## src/design/assert_macros.svh

```systemverilog
// Assertion macros used by the transcoder top level.
// No dependencies; include by bare file name.
`ifndef ASSERT_MACROS_SVH
`define ASSERT_MACROS_SVH

// Clocked property with active-low reset disable.
`define ASSERT_CLK(lbl, clk, rstn, prop, msg) \
  lbl: assert property (@(posedge clk) disable iff (!(rstn)) (prop)) else $error(msg);

// Condition that must never be seen at a clock edge.
`define ASSERT_NEVER(lbl, clk, rstn, expr, msg) \
  `ASSERT_CLK(lbl, clk, rstn, !(expr), msg)

`endif

```

## src/design/u8u16_pkg.sv

```systemverilog
// Package for the UTF-8 to UTF-16 transcoder: payload types, unit bundle,
// shared constants. No dependencies.
package u8u16_pkg;

  localparam int MaxUnits      = 4;   // most code units one byte can cause
  localparam int UnitIdxW      = $clog2(MaxUnits);
  localparam int UnitCntW      = $clog2(MaxUnits + 1);
  localparam int QueueDepthDef = 4;

  localparam logic [15:0] UnitRepl = 16'hFFFD;
  localparam logic [15:0] UnitTerm = 16'h0000;

  typedef struct packed {
    logic [7:0] in_byte;
    logic       end_of_string;
  } in_item_t;

  typedef struct packed {
    logic [15:0] code_unit;
    logic        is_terminator;
    logic        last_of_run;
  } out_item_t;

  // All units caused by one byte; the last one is the terminator if has_term.
  typedef struct packed {
    logic [UnitIdxW-1:0]           last_idx;
    logic                          has_term;
    logic [MaxUnits-1:0][15:0]     units;
  } bundle_t;

endpackage

```

## src/design/utf8_to_utf16_transcoder.sv

```systemverilog
// Top level of the UTF-8 to UTF-16 transcoder: front decoder, bundle queue,
// back serializer. Depends on u8u16_pkg and assert_macros.svh.
//
// Usage:
//   Input channel (in_valid_i / in_stall_o / in_item_i) takes one UTF-8 byte
//   per transfer, with end_of_string set on the last byte of a string.
//   Output channel (out_valid_o / out_stall_i / out_item_o) gives one UTF-16
//   code unit per transfer; last_of_run marks the final unit of a byte, and
//   a byte flagged as string end closes with a zero unit, is_terminator set.
//   The bundle is queued at the input transfer; its first unit goes to the
//   output register once it heads the queue and that register is free.
//   Throughput: the front takes one byte per cycle unless the queue is full;
//   the output register moves one unit per cycle unless the receiver stalls,
//   so a byte causing n units (n is 0 to 4) holds the back part until all n
//   are out, and bytes causing at most one unit run at one per cycle; bursts
//   are absorbed by a queue of QueueDepth bundles.
//   Reset: decoder idle (nothing pending), queue empty, no output valid.
//   Receiver stall: the output unit holds, the queue fills, and once it is
//   full in_stall_o rises until the back part pops a bundle.
`include "assert_macros.svh"

module utf8_to_utf16_transcoder import u8u16_pkg::*; #(
  parameter int QueueDepth = QueueDepthDef
) (
  input  logic      clk_i,
  input  logic      rst_ni,
  input  logic      in_valid_i,
  output logic      in_stall_o,
  input  in_item_t  in_item_i,
  output logic      out_valid_o,
  input  logic      out_stall_i,
  output out_item_t out_item_o
);

  // front -> queue
  logic    q_push;
  bundle_t q_push_data;
  logic    q_full;
  // queue -> back
  logic    q_pop;
  bundle_t q_head;
  logic    q_empty;
  // decoder has a multi-byte sequence open
  logic    pending;
  // check helpers
  logic    out_term;
  logic    in_eos_fire;

  u8u16_front u_front (
    .clk_i      (clk_i),
    .rst_ni     (rst_ni),
    .in_valid_i (in_valid_i),
    .in_stall_o (in_stall_o),
    .in_item_i  (in_item_i),
    .push_o     (q_push),
    .bundle_o   (q_push_data),
    .q_full_i   (q_full),
    .pending_o  (pending)
  );

  u8u16_fifo #(
    .Depth (QueueDepth)
  ) u_fifo (
    .clk_i       (clk_i),
    .rst_ni      (rst_ni),
    .push_i      (q_push),
    .push_data_i (q_push_data),
    .full_o      (q_full),
    .pop_i       (q_pop),
    .head_o      (q_head),
    .empty_o     (q_empty)
  );

  u8u16_back u_back (
    .clk_i       (clk_i),
    .rst_ni      (rst_ni),
    .head_i      (q_head),
    .empty_i     (q_empty),
    .pop_o       (q_pop),
    .out_valid_o (out_valid_o),
    .out_stall_i (out_stall_i),
    .out_item_o  (out_item_o)
  );

  assign out_term    = out_valid_o && out_item_o.is_terminator;
  assign in_eos_fire = in_valid_i && !in_stall_o && in_item_i.end_of_string;

  // Checks
  `ASSERT_NEVER(a_no_push_full, clk_i, rst_ni, q_push && q_full, "push into full queue")
  `ASSERT_NEVER(a_no_pop_empty, clk_i, rst_ni, q_pop && q_empty, "pop from empty queue")
  `ASSERT_CLK(a_term_is_last, clk_i, rst_ni, out_term |-> out_item_o.last_of_run, "term not last")
  `ASSERT_CLK(a_idle_after_end, clk_i, rst_ni, in_eos_fire |=> !pending, "open after end")

endmodule

```

## src/design/u8u16_front.sv

```systemverilog
// Front part: accepts UTF-8 bytes, runs the decoder state and builds the
// bundle of code units for each byte. Depends on u8u16_pkg.
module u8u16_front import u8u16_pkg::*; (
  input  logic     clk_i,
  input  logic     rst_ni,
  input  logic     in_valid_i,
  output logic     in_stall_o,
  input  in_item_t in_item_i,
  output logic     push_o,
  output bundle_t  bundle_o,
  input  logic     q_full_i,
  output logic     pending_o
);

  localparam logic [2:0] LenNone = 3'd0;
  localparam logic [2:0] Len2    = 3'd2;
  localparam logic [2:0] Len3    = 3'd3;
  localparam logic [2:0] Len4    = 3'd4;

  logic [20:0] pcp_q, pcp_d;
  logic [2:0]  exp_q, exp_d;
  logic [1:0]  seen_q, seen_d;

  logic [7:0]  b;
  logic        eos;
  logic        accept;
  logic        is_cont;
  logic [2:0]  seen_inc;
  logic [20:0] shifted;
  logic [20:0] v;
  logic [15:0] hi_unit, lo_unit;
  logic        is_ascii;
  logic [2:0]  lead_len;
  logic [20:0] lead_bits;
  logic        fresh;
  logic [1:0]  errs;
  logic [UnitCntW-1:0]       n;
  logic [MaxUnits-1:0][15:0] units;

  assign b        = in_item_i.in_byte;
  assign eos      = in_item_i.end_of_string;
  assign accept   = in_valid_i && !q_full_i;
  assign is_cont  = (b[7:6] == 2'b10);
  assign seen_inc = {1'b0, seen_q} + 3'd1;
  assign shifted  = {pcp_q[14:0], b[5:0]};
  assign v        = shifted - 21'h010000;
  assign hi_unit  = 16'hD800 + {5'b0, v[20:10]};
  assign lo_unit  = 16'hDC00 + {6'b0, v[9:0]};
  assign is_ascii = !b[7];

  always_comb begin
    lead_len  = LenNone;
    lead_bits = '0;
    if (b inside {[8'hC0:8'hDF]}) begin
      lead_len  = Len2;
      lead_bits = {16'b0, b[4:0]};
    end else if (b inside {[8'hE0:8'hEF]}) begin
      lead_len  = Len3;
      lead_bits = {17'b0, b[3:0]};
    end else if (b inside {[8'hF0:8'hF7]}) begin
      lead_len  = Len4;
      lead_bits = {18'b0, b[2:0]};
    end
  end

  always_comb begin
    units  = '0;
    n      = '0;
    pcp_d  = pcp_q;
    exp_d  = exp_q;
    seen_d = seen_q;
    fresh  = 1'b0;
    errs   = 2'd1;
    if (exp_q != LenNone) begin
      if (is_cont) begin
        pcp_d = shifted;
        if (seen_inc >= exp_q) begin
          if (|shifted[20:16]) begin
            units[n[UnitIdxW-1:0]] = hi_unit;
            n = n + UnitCntW'(1);
            units[n[UnitIdxW-1:0]] = lo_unit;
            n = n + UnitCntW'(1);
          end else begin
            units[n[UnitIdxW-1:0]] = shifted[15:0];
            n = n + UnitCntW'(1);
          end
          pcp_d  = '0;
          exp_d  = LenNone;
          seen_d = '0;
        end else if (eos) begin
          // cut short: one replacement per byte received
          for (int k = 0; k < 3; k++) begin
            if (3'(k) < seen_inc) begin
              units[n[UnitIdxW-1:0]] = UnitRepl;
              n = n + UnitCntW'(1);
            end
          end
          pcp_d  = '0;
          exp_d  = LenNone;
          seen_d = '0;
        end else begin
          seen_d = seen_inc[1:0];
        end
      end else begin
        // broken sequence; breaking byte is decoded again below
        if (eos && (seen_inc < exp_q)) begin
          errs = seen_q;
        end
        for (int k = 0; k < 3; k++) begin
          if (2'(k) < errs) begin
            units[n[UnitIdxW-1:0]] = UnitRepl;
            n = n + UnitCntW'(1);
          end
        end
        pcp_d  = '0;
        exp_d  = LenNone;
        seen_d = '0;
        fresh  = 1'b1;
      end
    end else begin
      fresh = 1'b1;
    end

    if (fresh) begin
      if (is_ascii) begin
        units[n[UnitIdxW-1:0]] = {8'h00, b};
        n = n + UnitCntW'(1);
      end else if ((lead_len == LenNone) || eos) begin
        units[n[UnitIdxW-1:0]] = UnitRepl;
        n = n + UnitCntW'(1);
      end else begin
        pcp_d  = lead_bits;
        exp_d  = lead_len;
        seen_d = 2'd1;
      end
    end

    if (eos) begin
      units[n[UnitIdxW-1:0]] = UnitTerm;
      n = n + UnitCntW'(1);
      pcp_d  = '0;
      exp_d  = LenNone;
      seen_d = '0;
    end
  end

  always_ff @(posedge clk_i or negedge rst_ni) begin
    if (!rst_ni) begin
      pcp_q  <= '0;
      exp_q  <= LenNone;
      seen_q <= '0;
    end else if (accept) begin
      pcp_q  <= pcp_d;
      exp_q  <= exp_d;
      seen_q <= seen_d;
    end
  end

  assign in_stall_o        = q_full_i;
  assign push_o            = accept && (n != '0);
  assign bundle_o.last_idx = UnitIdxW'(n - UnitCntW'(1));
  assign bundle_o.has_term = eos;
  assign bundle_o.units    = units;
  assign pending_o         = (exp_q != LenNone);

endmodule

```

## src/design/u8u16_fifo.sv

```systemverilog
// Short bundle queue between front and back parts.
// Depends on u8u16_pkg (bundle_t, default depth).
module u8u16_fifo import u8u16_pkg::*; #(
  parameter int Depth = QueueDepthDef
) (
  input  logic    clk_i,
  input  logic    rst_ni,
  input  logic    push_i,
  input  bundle_t push_data_i,
  output logic    full_o,
  input  logic    pop_i,
  output bundle_t head_o,
  output logic    empty_o
);

  localparam int PtrW = (Depth > 1) ? $clog2(Depth) : 1;
  localparam int CntW = $clog2(Depth + 1);

  bundle_t         mem_q [Depth];
  logic [PtrW-1:0] wr_ptr_q, rd_ptr_q;
  logic [CntW-1:0] cnt_q;

  function automatic logic [PtrW-1:0] ptr_next(input logic [PtrW-1:0] p);
    ptr_next = (p == PtrW'(Depth - 1)) ? '0 : p + PtrW'(1);
  endfunction

  always_ff @(posedge clk_i) begin
    if (push_i) begin
      mem_q[wr_ptr_q] <= push_data_i;
    end
  end

  always_ff @(posedge clk_i or negedge rst_ni) begin
    if (!rst_ni) begin
      wr_ptr_q <= '0;
      rd_ptr_q <= '0;
      cnt_q    <= '0;
    end else begin
      if (push_i) begin
        wr_ptr_q <= ptr_next(wr_ptr_q);
      end
      if (pop_i) begin
        rd_ptr_q <= ptr_next(rd_ptr_q);
      end
      if (push_i && !pop_i) begin
        cnt_q <= cnt_q + CntW'(1);
      end else if (pop_i && !push_i) begin
        cnt_q <= cnt_q - CntW'(1);
      end
    end
  end

  assign head_o  = mem_q[rd_ptr_q];
  assign full_o  = (cnt_q == CntW'(Depth));
  assign empty_o = (cnt_q == '0);

endmodule

```

## src/design/u8u16_back.sv

```systemverilog
// Back part: walks the head bundle one code unit per cycle, while the receiver
// does not stall, into the output register. Depends on u8u16_pkg.
module u8u16_back import u8u16_pkg::*; (
  input  logic      clk_i,
  input  logic      rst_ni,
  input  bundle_t   head_i,
  input  logic      empty_i,
  output logic      pop_o,
  output logic      out_valid_o,
  input  logic      out_stall_i,
  output out_item_t out_item_o
);

  logic [UnitIdxW-1:0] idx_q;
  logic                out_valid_q;
  out_item_t           out_q;
  logic                load;
  logic                is_last;

  assign load    = !empty_i && (!out_valid_q || !out_stall_i);
  assign is_last = (idx_q == head_i.last_idx);

  always_ff @(posedge clk_i or negedge rst_ni) begin
    if (!rst_ni) begin
      idx_q       <= '0;
      out_valid_q <= 1'b0;
    end else if (load) begin
      idx_q       <= is_last ? '0 : idx_q + UnitIdxW'(1);
      out_valid_q <= 1'b1;
    end else if (!out_stall_i) begin
      out_valid_q <= 1'b0;
    end
  end

  always_ff @(posedge clk_i) begin
    if (load) begin
      out_q.code_unit     <= head_i.units[idx_q];
      out_q.is_terminator <= head_i.has_term && is_last;
      out_q.last_of_run   <= is_last;
    end
  end

  assign pop_o       = load && is_last;
  assign out_valid_o = out_valid_q;
  assign out_item_o  = out_q;

endmodule
```

## config.mk

```make
export PLATFORM = sky130hd
export DESIGN_NAME = utf8_to_utf16_transcoder
export DESIGN_NICKNAME = d
export VERILOG_FILES = /design/src/design/u8u16_pkg.sv /design/src/design/utf8_to_utf16_transcoder.sv /design/src/design/u8u16_front.sv /design/src/design/u8u16_fifo.sv /design/src/design/u8u16_back.sv
export VERILOG_INCLUDE_DIRS = /design/src /design/src/design
export SDC_FILE = /design/constraint.sdc
export NUM_CORES = 1
export LEC_CHECK = 0
export BUFFER_PORTS_ARGS = -buffer_cell sky130_fd_sc_hd__buf_2
export CAP_MARGIN = 20
export CORE_MARGIN = 3
export CORE_UTILIZATION = 45
export DETAILED_ROUTE_END_ITERATION = 8
export PLACE_DENSITY = 0.63
export SYNTH_ARGS = -nofsm -noshare
export SYNTH_HDL_FRONTEND = slang
export SYNTH_SLANG_ARGS = --single-unit
```

## constraint.sdc

```tcl
create_clock -name clk_i -period 11.06 [get_ports clk_i]
set_clock_uncertainty 0.15 [all_clocks]
set_input_delay 1.106 -clock clk_i [delete_from_list [all_inputs] [get_ports clk_i]]
set_output_delay 1.106 -clock clk_i [all_outputs]
set_load 0.005 [all_outputs]
```

==> results.toml, run 1 <==
[cts]
cts.root.buffer_cell = "sky130_fd_sc_hd__clkbuf_16"
cts_tree = "yes"
ctsResizeCount = 0
max_clock_buf_depth = 3
cts.sinks = 244
cts_buffers = 26
htree_num_levels = 1
worst_setup_hold_path_clk_slew_ps = 60
clock_insertion_delay_worst_skew_ps = 510
cts_hold_repair.buffers = 0
post-cts-setup-buffers = 0

[critical_path]
timing.critical_path.slowest_stage_cell = "sky130_fd_sc_hd__a21oi_2"
end_kind = "flip-flop"
worst_path_cell_chain = "inv_1 -> ha_1 -> ha_1 -> a211o_1 -> or3_1 -> a21oi_2 -> nor2_1 -> inv_1 -> ha_1 -> nor2_1 -> nor2_1 -> ha_1 -> nand2_1 -> o31a_1 -> ha_1 -> nand3_1 -> o21ai_0 -> a311oi_4 -> ha_1 -> inv_1 -> fa_1 -> xor2_1 -> nor2_1 -> xor2_1"
worstSetupEndpoint = "u_fifo.cnt_q[2]"
cp.buffers_inverters = 3
critical_path.startpoint_type = "flip-flop"
cp.depth = 24
crit_path_max_incr_delay_ps = 500
critical_path_arrival_ps = 6420
r2r_end = "u_fifo.cnt_q[2]"
worstRegToRegCells = 24
crit_start = "u_front.seen_q[0]"
timing.critical_path.mode_cell = "sky130_fd_sc_hd__ha_1"
worst-setup-path-type = "reg2reg"
r2r_setup_slack_ps = 4930
kind_of_cell_adding_the_most_delay_to_the_critical_path = "adder cells"
critical_path_peak_fanout = 14
worstPathRequired_ps = 11350
crit-reg2reg-launch = "u_front.seen_q[0]"

[timing]
finalSetupViolations = 0
tns_ps = 0
timing.hold.ws_ps = 344
timing_worst_slew_pin_value_ps = 991
rsz0062_at_grt = "no"
slew_viol_final = 0
remaining_max_slew_budget_at_the_tightest_pin_pct = 33.6
hold_viol = 0
post-route-min-period_ps = 6130
post_route_fraction_of_the_period_consumed_by_the_critical_path_pct = 55.4
maximum_clock_frequency_mhz = 163

[detailed_routing]
dr.first_iter.drc_count = 497
postRouteWirelength_um = 23000
route.antenna.remaining_nets = 0
firstDrtPassIters = 5
drc_errors = 0
route.detailed.wl_per_inst_um = 21.6
vias_per_cell = 5.74
via_count = 6105

[power]
p_total_mw = 3.00
p_leak_nw = 4.25
worst_ir_drop_vdd_uv = 154
power_per_cell_area_nw_per_um2 = 245

[floorplanning]
ios = 33
fp.dieH_um = 162
floorplan.die.width_um = 162
placementRows = 56
core-area_um2 = 23700
initial_core_util_pct = 46.3
dieArea_um2 = 26300

[grt]
met1_usage_pct = 25.3
grt_busiest_layer = "met2"
grt_start_max_net_pins = 52
global_route_wire_length_before_repair_um = 36100
overflow = 0
met2_usage_pct = 29.2
grt_pass1_vias = 6273
globalRouteTotalUtil_pct = 17.7
grt_use_met3_pct = 2.93
number_of_antenna_violations_at_the_first_check_in_global_routing = 0

[layout]
n_diodes = 0
syn2layout_area_growth_pct = 11.9
layout-drive-gt1-share_pct = 22.4
fill_cells = 2006
layout.core_utilization_pct = 51.8
nNetsFinal = 762
final_design_area_no_fill_um2 = 12300

[synth]
syn-cell-area_um2 = 11000
synth_cells = 694
yosys.cell_types.count = 67
synth-seq-cells = 244
synth.yosys.warnings = 0
postSynthNetCount = 732
number_of_enable_flip_flop_cells_after_synthesis = 214
postSynthAreaPerCell_um2 = 15.8
post_synth_arst_share_pct = 12.3
ys.flop_type = "sky130_fd_sc_hd__edfxtp_1"
seq_area_frac_synth_pct = 65.5

[job]
timing.max_cap.violations = 0

[placed_design]
hpwl_after_detailed_placement_um = 14900
port_buffers = 32
gpl.final_weighted_congestion = 0.913
post_dp_cell_area_um2 = 11400

[min_path]
hp-class = "reg2reg"

[status]
outcome = "finished clean"
==> metrics by stage <==
| stage | instances | setup WS [ps] |
|---|---|---|
| 3_5_place_dp | 1014 | 4610 |
| 5_1_grt | 1063 | 4440 |
| 4_1_cts | 1062 | 4940 |
| 6_report | 1063 | 4930 |
| 3_3_place_gp | 1014 | 4710 |
| 2_1_floorplan | 694 | 5210 |
==> sequential cells by signal, summed over array words and instances, names as in the netlist, 3 cells and up <==
name	count
u_fifo.cnt_q	3
u_front.exp_q	3
u_fifo.mem_q	196
u_back.out_item_o	18
u_front.pcp_q	15
==> kinds of logic after synthesis <==
family / synth area share (%)
flops: 65.5
simple gates: 6.79
compound gates: 8.85
mux: 12.8
buf+inv: 2.31
fa+ha+maj: 2.92
xor+xnor: 0.788
==> placed cells by master, fill, tap and decap left out, types with 6 or more instances in the layout <==
master and instances:
sky130_fd_sc_hd__buf_4 9, sky130_fd_sc_hd__o21ai_0 36, sky130_fd_sc_hd__nor2_1 13, sky130_fd_sc_hd__nor3_1 10, sky130_fd_sc_hd__edfxtp_1 214, sky130_fd_sc_hd__dfrtp_1 28
sky130_fd_sc_hd__a22o_1 14, sky130_fd_sc_hd__a21oi_1 36, sky130_fd_sc_hd__clkbuf_16 27, sky130_fd_sc_hd__nand2_1 68, sky130_fd_sc_hd__nand3_1 10, sky130_fd_sc_hd__ha_1 24
sky130_fd_sc_hd__and3_1 6, sky130_fd_sc_hd__clkinv_2 9, sky130_fd_sc_hd__mux2i_1 7, sky130_fd_sc_hd__inv_1 20, sky130_fd_sc_hd__mux4_2 57, sky130_fd_sc_hd__a31oi_1 8
sky130_fd_sc_hd__a311oi_1 6, sky130_fd_sc_hd__nand2b_1 6, sky130_fd_sc_hd__and2_1 6, sky130_fd_sc_hd__buf_2 32
==> synth_stat cells, drive strengths merged, types with 3 or more instances <==
cell type / count / share of area [%]
a21boi: 5 / 0.34
a31oi: 8 / 0.46
a22o: 14 / 1.1
nor2: 16 / 0.66
nand2: 68 / 2.3
nand2b: 7 / 0.47
nor2b: 3 / 0.17
nor3: 10 / 0.46
nand3: 10 / 0.46
a21oi: 38 / 1.8
o31ai: 6 / 0.46
mux2i: 7 / 0.64
xor2: 3 / 0.24
ha: 24 / 2.7
and3: 6 / 0.34
o221ai: 5 / 0.40
o21ai: 38 / 1.7
nor4: 3 / 0.31
or3: 3 / 0.17
and2: 10 / 0.57
mux2: 4 / 0.48
inv: 21 / 0.72
mux4: 57 / 12
clkbuf: 20 / 0.69
xnor2: 6 / 0.55
a311oi: 7 / 0.72
dfrtp: 30 / 6.9
edfxtp: 214 / 59
buf: 19 / 0.90
==> report_power, final <==
group / internal, mW / leakage, nW / switching [mW] / total [mW]
Combinational: 0.382 / 1.50 / 0.455 / 0.837
Sequential: 1.26 / 2.33 / 0.0678 / 1.33
Clock: 0.491 / 0.419 / 0.344 / 0.835
==> how the worst min path moves through the flow <==
stage,from,to,slack (ps),cells after the start
4_1_cts,u_fifo.cnt_q[2],u_fifo.cnt_q[2],340,1
3_5_place_dp,u_fifo.cnt_q[2],u_fifo.cnt_q[2],330,1
5_1_grt,u_fifo.cnt_q[2],u_fifo.cnt_q[2],360,1
6_report,u_fifo.cnt_q[2],u_fifo.cnt_q[2],340,1
2_1_floorplan,u_fifo.cnt_q[2],u_fifo.cnt_q[2],310,1
3_3_place_gp,u_fifo.cnt_q[2],u_fifo.cnt_q[2],330,1
==> layout make-up <==
type	count	area [µm²]	area share, %
clock inverter	19	150	1.22
clock buffer	29	683	5.57
sequential	244	7180	58.6
timing repair buffer	41	228	1.86
multi-input combinational	390	3540	28.8
tap	319	399	3.26
inverter	21	78.8	0.643
==> metal layers <==
layer,vias up,wire length [µm]
li1,2797,-
met1,3108,10100
met2,172,11200
met3,28,1310
met4,0,343
met5,-,0
Note: power is estimated with default switching activity, not from simulation.
==> inputs of run 2 (changes only) <==
==> constraint.sdc (replaced) <==
create_clock -name clk_i -period 6.1 [get_ports clk_i]
set_clock_uncertainty 0.15 [all_clocks]
set_input_delay 0.61 -clock clk_i [delete_from_list [all_inputs] [get_ports clk_i]]
set_output_delay 0.61 -clock clk_i [all_outputs]
set_load 0.005 [all_outputs]
==> results.toml, run 2 (synthesis results as in run 1) <==
[status]
outcome = "finished clean"

[power]
worst_ir_drop_vdd_uv = 242
p_leak_nw = 4.23
power_per_cell_area_nw_per_um2 = 436

[timing]
rsz0062_at_grt = "no"
finalSetupViolations = 0
slew_viol_final = 0
maximum_clock_frequency_mhz = 178
post_route_fraction_of_the_period_consumed_by_the_critical_path_pct = 92.2
worst_slack_ps = 475
post-route-min-period_ps = 5630
remaining_max_slew_budget_at_the_tightest_pin_pct = 33.0
tns_ps = 0
timing_worst_slew_pin_value_ps = 1010
hold_viol = 0

[placed_design]
preCtsSetupSlack_ps = 317
gpl.final_weighted_congestion = 0.905
port_buffers = 32
hpwl_after_detailed_placement_um = 15500

[grt]
grt_start_max_net_pins = 52
overflow = 0
grt_pass1_vias = 6347
global_route_wire_length_before_repair_um = 37200
number_of_antenna_violations_at_the_first_check_in_global_routing = 0
globalRouteTotalUtil_pct = 18.3

[detailed_routing]
route.detailed.wl_per_inst_um = 22.1
postRouteWirelength_um = 23600
route.antenna.remaining_nets = 0
via_count = 6196
firstDrtPassIters = 5
dr.first_iter.drc_count = 569
drc_errors = 0
vias_per_cell = 5.81

[layout]
mostFrequentLayoutCell = "sky130_fd_sc_hd__edfxtp_1"
syn2layout_area_growth_pct = 12.1
largest_register_ff_count = 196
fill_cells = 1988
largest_register = "u_fifo.mem_q"
layout-drive-gt1-share_pct = 21.8
nNetsFinal = 768
layout.cells.most_common_list = "sky130_fd_sc_hd__edfxtp_1, sky130_fd_sc_hd__nand2_1, sky130_fd_sc_hd__mux4_2"
n_diodes = 0

[floorplanning]
placementRows = 56
floorplan.die.width_um = 162
dieArea_um2 = 26300
fp.dieH_um = 162
ios = 33
initial_core_util_pct = 46.3
core-area_um2 = 23700

[cts]
worst_setup_hold_path_clk_slew_ps = 60
cts.sinks = 244
cts_buffers = 25
cts.root.buffer_cell = "sky130_fd_sc_hd__clkbuf_16"
cts_tree = "yes"
max_clock_buf_depth = 3
htree_num_levels = 1
clock_insertion_delay_worst_skew_ps = 510

[job]
timing.max_cap.violations = 0

[critical_path]
end_kind = "flip-flop"
critical_path_peak_fanout = 10
critical_path.startpoint_type = "flip-flop"
worstRegToRegCells = 25
worstPathRequired_ps = 6380
worst-setup-path-type = "reg2reg"
critical_path_arrival_ps = 5910

[min_path]
hp-class = "in2reg"
timing.hold.worst_path_depth = 3
## run 2: worst paths after layout
kind,slack [ps],to,start
worst min register to register,350,u_fifo.cnt_q[2],u_fifo.cnt_q[2]
worst max-delay path,470,u_fifo.cnt_q[2],u_front.seen_q[0]
worst max register to register,470,u_fifo.cnt_q[2],u_front.seen_q[0]
max in group asynchronous,4750,u_fifo.rd_ptr_q[0],rst_ni
min in group asynchronous,530,u_back.out_valid_o,rst_ni
worst min-delay path,180,u_back.out_valid_o,out_stall_i
## run 2: through the flow
stage	hold WS (ps)	instances	util (%)	power [mW]	area [µm²]
floorplan	164	694	-	3.54	11000
global placement	327	1018	48.5	3.97	11500
detailed placement	347	1018	48.5	4.03	11500
CTS	161	1064	51.7	5.42	12300
global route	184	1067	51.8	5.64	12300
finish	180	1067	51.8	5.35	12300
## run 2: critical path: stages, from the launching register on
cell and delay (ps):
sky130_fd_sc_hd__dfrtp_1 480, sky130_fd_sc_hd__inv_1 120, sky130_fd_sc_hd__ha_1 330, sky130_fd_sc_hd__ha_1 310, sky130_fd_sc_hd__nor2b_1 140, sky130_fd_sc_hd__o21ai_1 130
sky130_fd_sc_hd__a31oi_1 400, sky130_fd_sc_hd__nor2_4 140, sky130_fd_sc_hd__nor2_1 190, sky130_fd_sc_hd__inv_1 60, sky130_fd_sc_hd__ha_1 270, sky130_fd_sc_hd__nor2_1 180
sky130_fd_sc_hd__nor2_1 100, sky130_fd_sc_hd__ha_1 290, sky130_fd_sc_hd__nand2_1 50, sky130_fd_sc_hd__o31a_1 110, sky130_fd_sc_hd__ha_1 240, sky130_fd_sc_hd__nand3_1 90
sky130_fd_sc_hd__o21ai_0 120, sky130_fd_sc_hd__a311oi_4 460, sky130_fd_sc_hd__ha_1 260, sky130_fd_sc_hd__inv_1 70, sky130_fd_sc_hd__fa_1 430, sky130_fd_sc_hd__xor2_1 170
sky130_fd_sc_hd__nor2_1 110, sky130_fd_sc_hd__xor2_1 170
## run 2: what timing repair did
item | in CTS | in global routing
buffers inserted | 0 | 2
resized for setup | 0 | 1
setup endpoints to repair | 0 | 1
hold buffers | 1 | 0
endpoints found under the hold margin | 1 | 0
## run 2: layer usage
| metal | global-route usage, % | wire (µm) |
|---|---|---|
| met1 | 26.5 | 10500 |
| met2 | 30.5 | 11600 |
| met3 | 2.09 | 1100 |
| met4 | 3.84 | 357 |
| met5 | 0 | 0 |
## run 2: power by group
group | internal, mW | total, mW | switching, mW
logic | 0.715 | 1.51 | 0.791
registers | 2.28 | 2.46 | 0.177
clock network | 0.798 | 1.38 | 0.587
total | 3.80 | 5.35 | 1.56
## run 2: layout make-up
type                            instances  area, µm²  share of cell area, %
Sequential cell                       244       7180                   58.5
Multi-Input combinational cell        390       3540                   28.8
Clock buffer                           40        712                   5.80
Tap cell                              319        399                   3.25
Timing Repair Buffer                   48        333                   2.71
Inverter                               21       78.8                  0.642
Clock inverter                          5       32.5                  0.265
==> inputs of run 3 (changes only) <==
--- a/config.mk
+++ b/config.mk
@@ -10,6 +10,8 @@
 export CAP_MARGIN = 20
 export CORE_MARGIN = 3
 export CORE_UTILIZATION = 45
+export CTS_BUF_LIST = sky130_fd_sc_hd__clkbuf_4 sky130_fd_sc_hd__clkbuf_8 sky130_fd_sc_hd__clkbuf_16
+export CTS_CLUSTER_SIZE = 10
 export DETAILED_ROUTE_END_ITERATION = 8
 export PLACE_DENSITY = 0.63
 export SYNTH_ARGS = -nofsm -noshare
==> results.toml, run 3 (synthesis results as in run 1) <==
[status]
outcome = "finished clean"

[detailed_routing]
route.antenna.remaining_nets = 0
postRouteWirelength_um = 23800
via_count = 6211
drc_errors = 0
vias_per_cell = 5.78
firstDrtPassIters = 5
route.detailed.wl_per_inst_um = 22.1
dr.first_iter.drc_count = 457

[layout]
nNetsFinal = 771
syn2layout_area_growth_pct = 13.5
final_design_area_no_fill_um2 = 12400
largest_register_ff_count = 196
layout-drive-gt1-share_pct = 24.4
mostFrequentLayoutCell = "sky130_fd_sc_hd__edfxtp_1"
n_diodes = 0
layout.core_utilization_pct = 52.5
layout.cells.most_common_list = "sky130_fd_sc_hd__edfxtp_1, sky130_fd_sc_hd__nand2_1, sky130_fd_sc_hd__mux4_2"
largest_register = "u_fifo.mem_q"

[floorplanning]
core-area_um2 = 23700
fp.dieH_um = 162
dieArea_um2 = 26300
floorplan.die.width_um = 162
ios = 33
placementRows = 56
initial_core_util_pct = 46.3

[timing]
maximum_clock_frequency_mhz = 177
post_route_fraction_of_the_period_consumed_by_the_critical_path_pct = 92.5
slew_viol_final = 0
remaining_max_slew_budget_at_the_tightest_pin_pct = 33.0
hold_viol = 0
finalSetupViolations = 0
tns_ps = 0
timing_worst_slew_pin_value_ps = 1000
post-route-min-period_ps = 5640
rsz0062_at_grt = "no"

[power]
p_clk_share_pct = 28.6
p_seq_share_pct = 44.3
power.share.switching_pct = 28.3
p_leak_nw = 4.34
power_frac_comb_pct = 27.1
power_per_cell_area_nw_per_um2 = 447
cellInternalPower_mw = 3.99
worst_ir_drop_vdd_uv = 214
switchingPower_mw = 1.57

[cts]
clock_insertion_delay_worst_skew_ps = 530
worst_setup_hold_path_clk_slew_ps = 60
htree_num_levels = 1
cts_tree = "yes"
cts.root.buffer_cell = "sky130_fd_sc_hd__clkbuf_16"
max_clock_buf_depth = 3
cts.sinks = 244
cts_buffers = 28

[grt]
grt_pass1_vias = 6425
overflow = 0
global_route_wire_length_before_repair_um = 37400
globalRouteTotalUtil_pct = 18.4
grt_start_max_net_pins = 52
number_of_antenna_violations_at_the_first_check_in_global_routing = 0

[placed_design]
post_dp_cell_area_um2 = 11500
hpwl_after_detailed_placement_um = 15500
gpl.final_weighted_congestion = 0.905
port_buffers = 32

[critical_path]
worst-setup-path-type = "reg2reg"
r2r_end = "u_fifo.cnt_q[2]"
end_kind = "flip-flop"
worstRegToRegCells = 25
critical_path_arrival_ps = 5930
crit-reg2reg-launch = "u_front.seen_q[0]"
r2r_setup_slack_ps = 460
critical_path.startpoint_type = "flip-flop"
worstPathRequired_ps = 6390
critical_path_peak_fanout = 10

[min_path]
hp-class = "in2reg"
timing.hold.worst_path_depth = 3
worst_hold_path.endpoint = "u_back.out_valid_o"
worstHoldStart = "out_stall_i"

[job]
timing.max_cap.violations = 0
run 3: cell count changes in the layout (fill, tap and decap cells not counted):
cell,change
sky130_fd_sc_hd__clkinv_4,-1
sky130_fd_sc_hd__clkbuf_1,-12
sky130_fd_sc_hd__clkbuf_4,+21
sky130_fd_sc_hd__inv_6,-1
sky130_fd_sc_hd__clkbuf_8,-2
sky130_fd_sc_hd__clkbuf_16,+4
sky130_fd_sc_hd__clkinv_2,+1
sky130_fd_sc_hd__clkinvlp_4,-1
sky130_fd_sc_hd__clkinv_1,-2
run 3: repair_timing:
item	CTS	global route
resized for setup	0	1
hold endpoints to repair	14	0
hold buffers	1	0
buffers inserted	0	2
setup endpoints to repair	0	1
run 3: how the worst max path moves through the flow:
stage                               endpoint         startpoint  depth (start not counted)  slack, ps
after CTS                    u_fifo.cnt_q[2]  u_front.seen_q[0]                         25        270
after global routing         u_fifo.cnt_q[2]  u_front.seen_q[0]                         25         10
after floorplan           u_fifo.mem_q[3][0]  u_front.seen_q[0]                         21        370
after global placement       u_fifo.cnt_q[2]  u_front.seen_q[0]                         24        560
final                        u_fifo.cnt_q[2]  u_front.seen_q[0]                         25        460
after detailed placement     u_fifo.cnt_q[2]  u_front.seen_q[0]                         25        320
run 3: power by group through the flow:
stage / sequential, mW / clock [mW] / combinational (mW)
3_5_place_dp: 2.50 / 0 / 1.53
4_1_cts: 2.47 / 1.63 / 1.54
3_3_place_gp: 2.48 / 0 / 1.49
5_1_grt: 2.50 / 1.70 / 1.66
2_1_floorplan: 2.41 / 0 / 1.13
6_report: 2.46 / 1.59 / 1.51
run 3: worst max-delay path: stages (launching register included):
cell	delay (ps)
sky130_fd_sc_hd__dfrtp_1	490
sky130_fd_sc_hd__inv_1	120
sky130_fd_sc_hd__ha_1	330
sky130_fd_sc_hd__ha_1	310
sky130_fd_sc_hd__nor2b_1	140
sky130_fd_sc_hd__o21ai_1	130
sky130_fd_sc_hd__a31oi_1	400
sky130_fd_sc_hd__nor2_4	140
sky130_fd_sc_hd__nor2_1	190
sky130_fd_sc_hd__inv_1	60
sky130_fd_sc_hd__ha_1	270
sky130_fd_sc_hd__nor2_1	170
sky130_fd_sc_hd__nor2_1	100
sky130_fd_sc_hd__ha_1	290
sky130_fd_sc_hd__nand2_1	50
sky130_fd_sc_hd__o31a_1	110
sky130_fd_sc_hd__ha_1	240
sky130_fd_sc_hd__nand3_1	90
sky130_fd_sc_hd__o21ai_0	120
sky130_fd_sc_hd__a311oi_4	440
sky130_fd_sc_hd__ha_1	250
sky130_fd_sc_hd__inv_1	70
sky130_fd_sc_hd__fa_1	430
sky130_fd_sc_hd__xor2_1	170
sky130_fd_sc_hd__nor2_1	110
sky130_fd_sc_hd__xor2_1	170
run 3: area by class of cell:
cell class | instances | area (µm²)
clock buffers | 51 | 897
well taps | 319 | 399
clock inverters | 1 | 5.00
multi-input cells | 390 | 3540
inverters | 21 | 78.8
fillers | 1972 | 11200
repair buffers | 48 | 333
flip-flops and latches | 244 | 7180
run 3: through the flow:
stage / total power [mW] / setup slack [ps] / hold WS [ps] / cells
floorplan: 3.54 / 366 / 164 / 694
global route: 5.86 / 12.7 / 189 / 1074
CTS: 5.64 / 272 / 161 / 1071
global placement: 3.97 / 565 / 327 / 1018
detailed placement: 4.03 / 317 / 347 / 1018
finish: 5.56 / 460 / 174 / 1074
run 3: metal layers:
layer / GRT usage [%] / part of all wire, % / vias to the layer above
met5: 0 / 0 / -
met4: 3.76 / 1.5 / 0
met3: 2.50 / 5.2 / 33
met2: 30.4 / 49 / 180
met1: 26.6 / 44 / 3178
li1: - / - / 2820
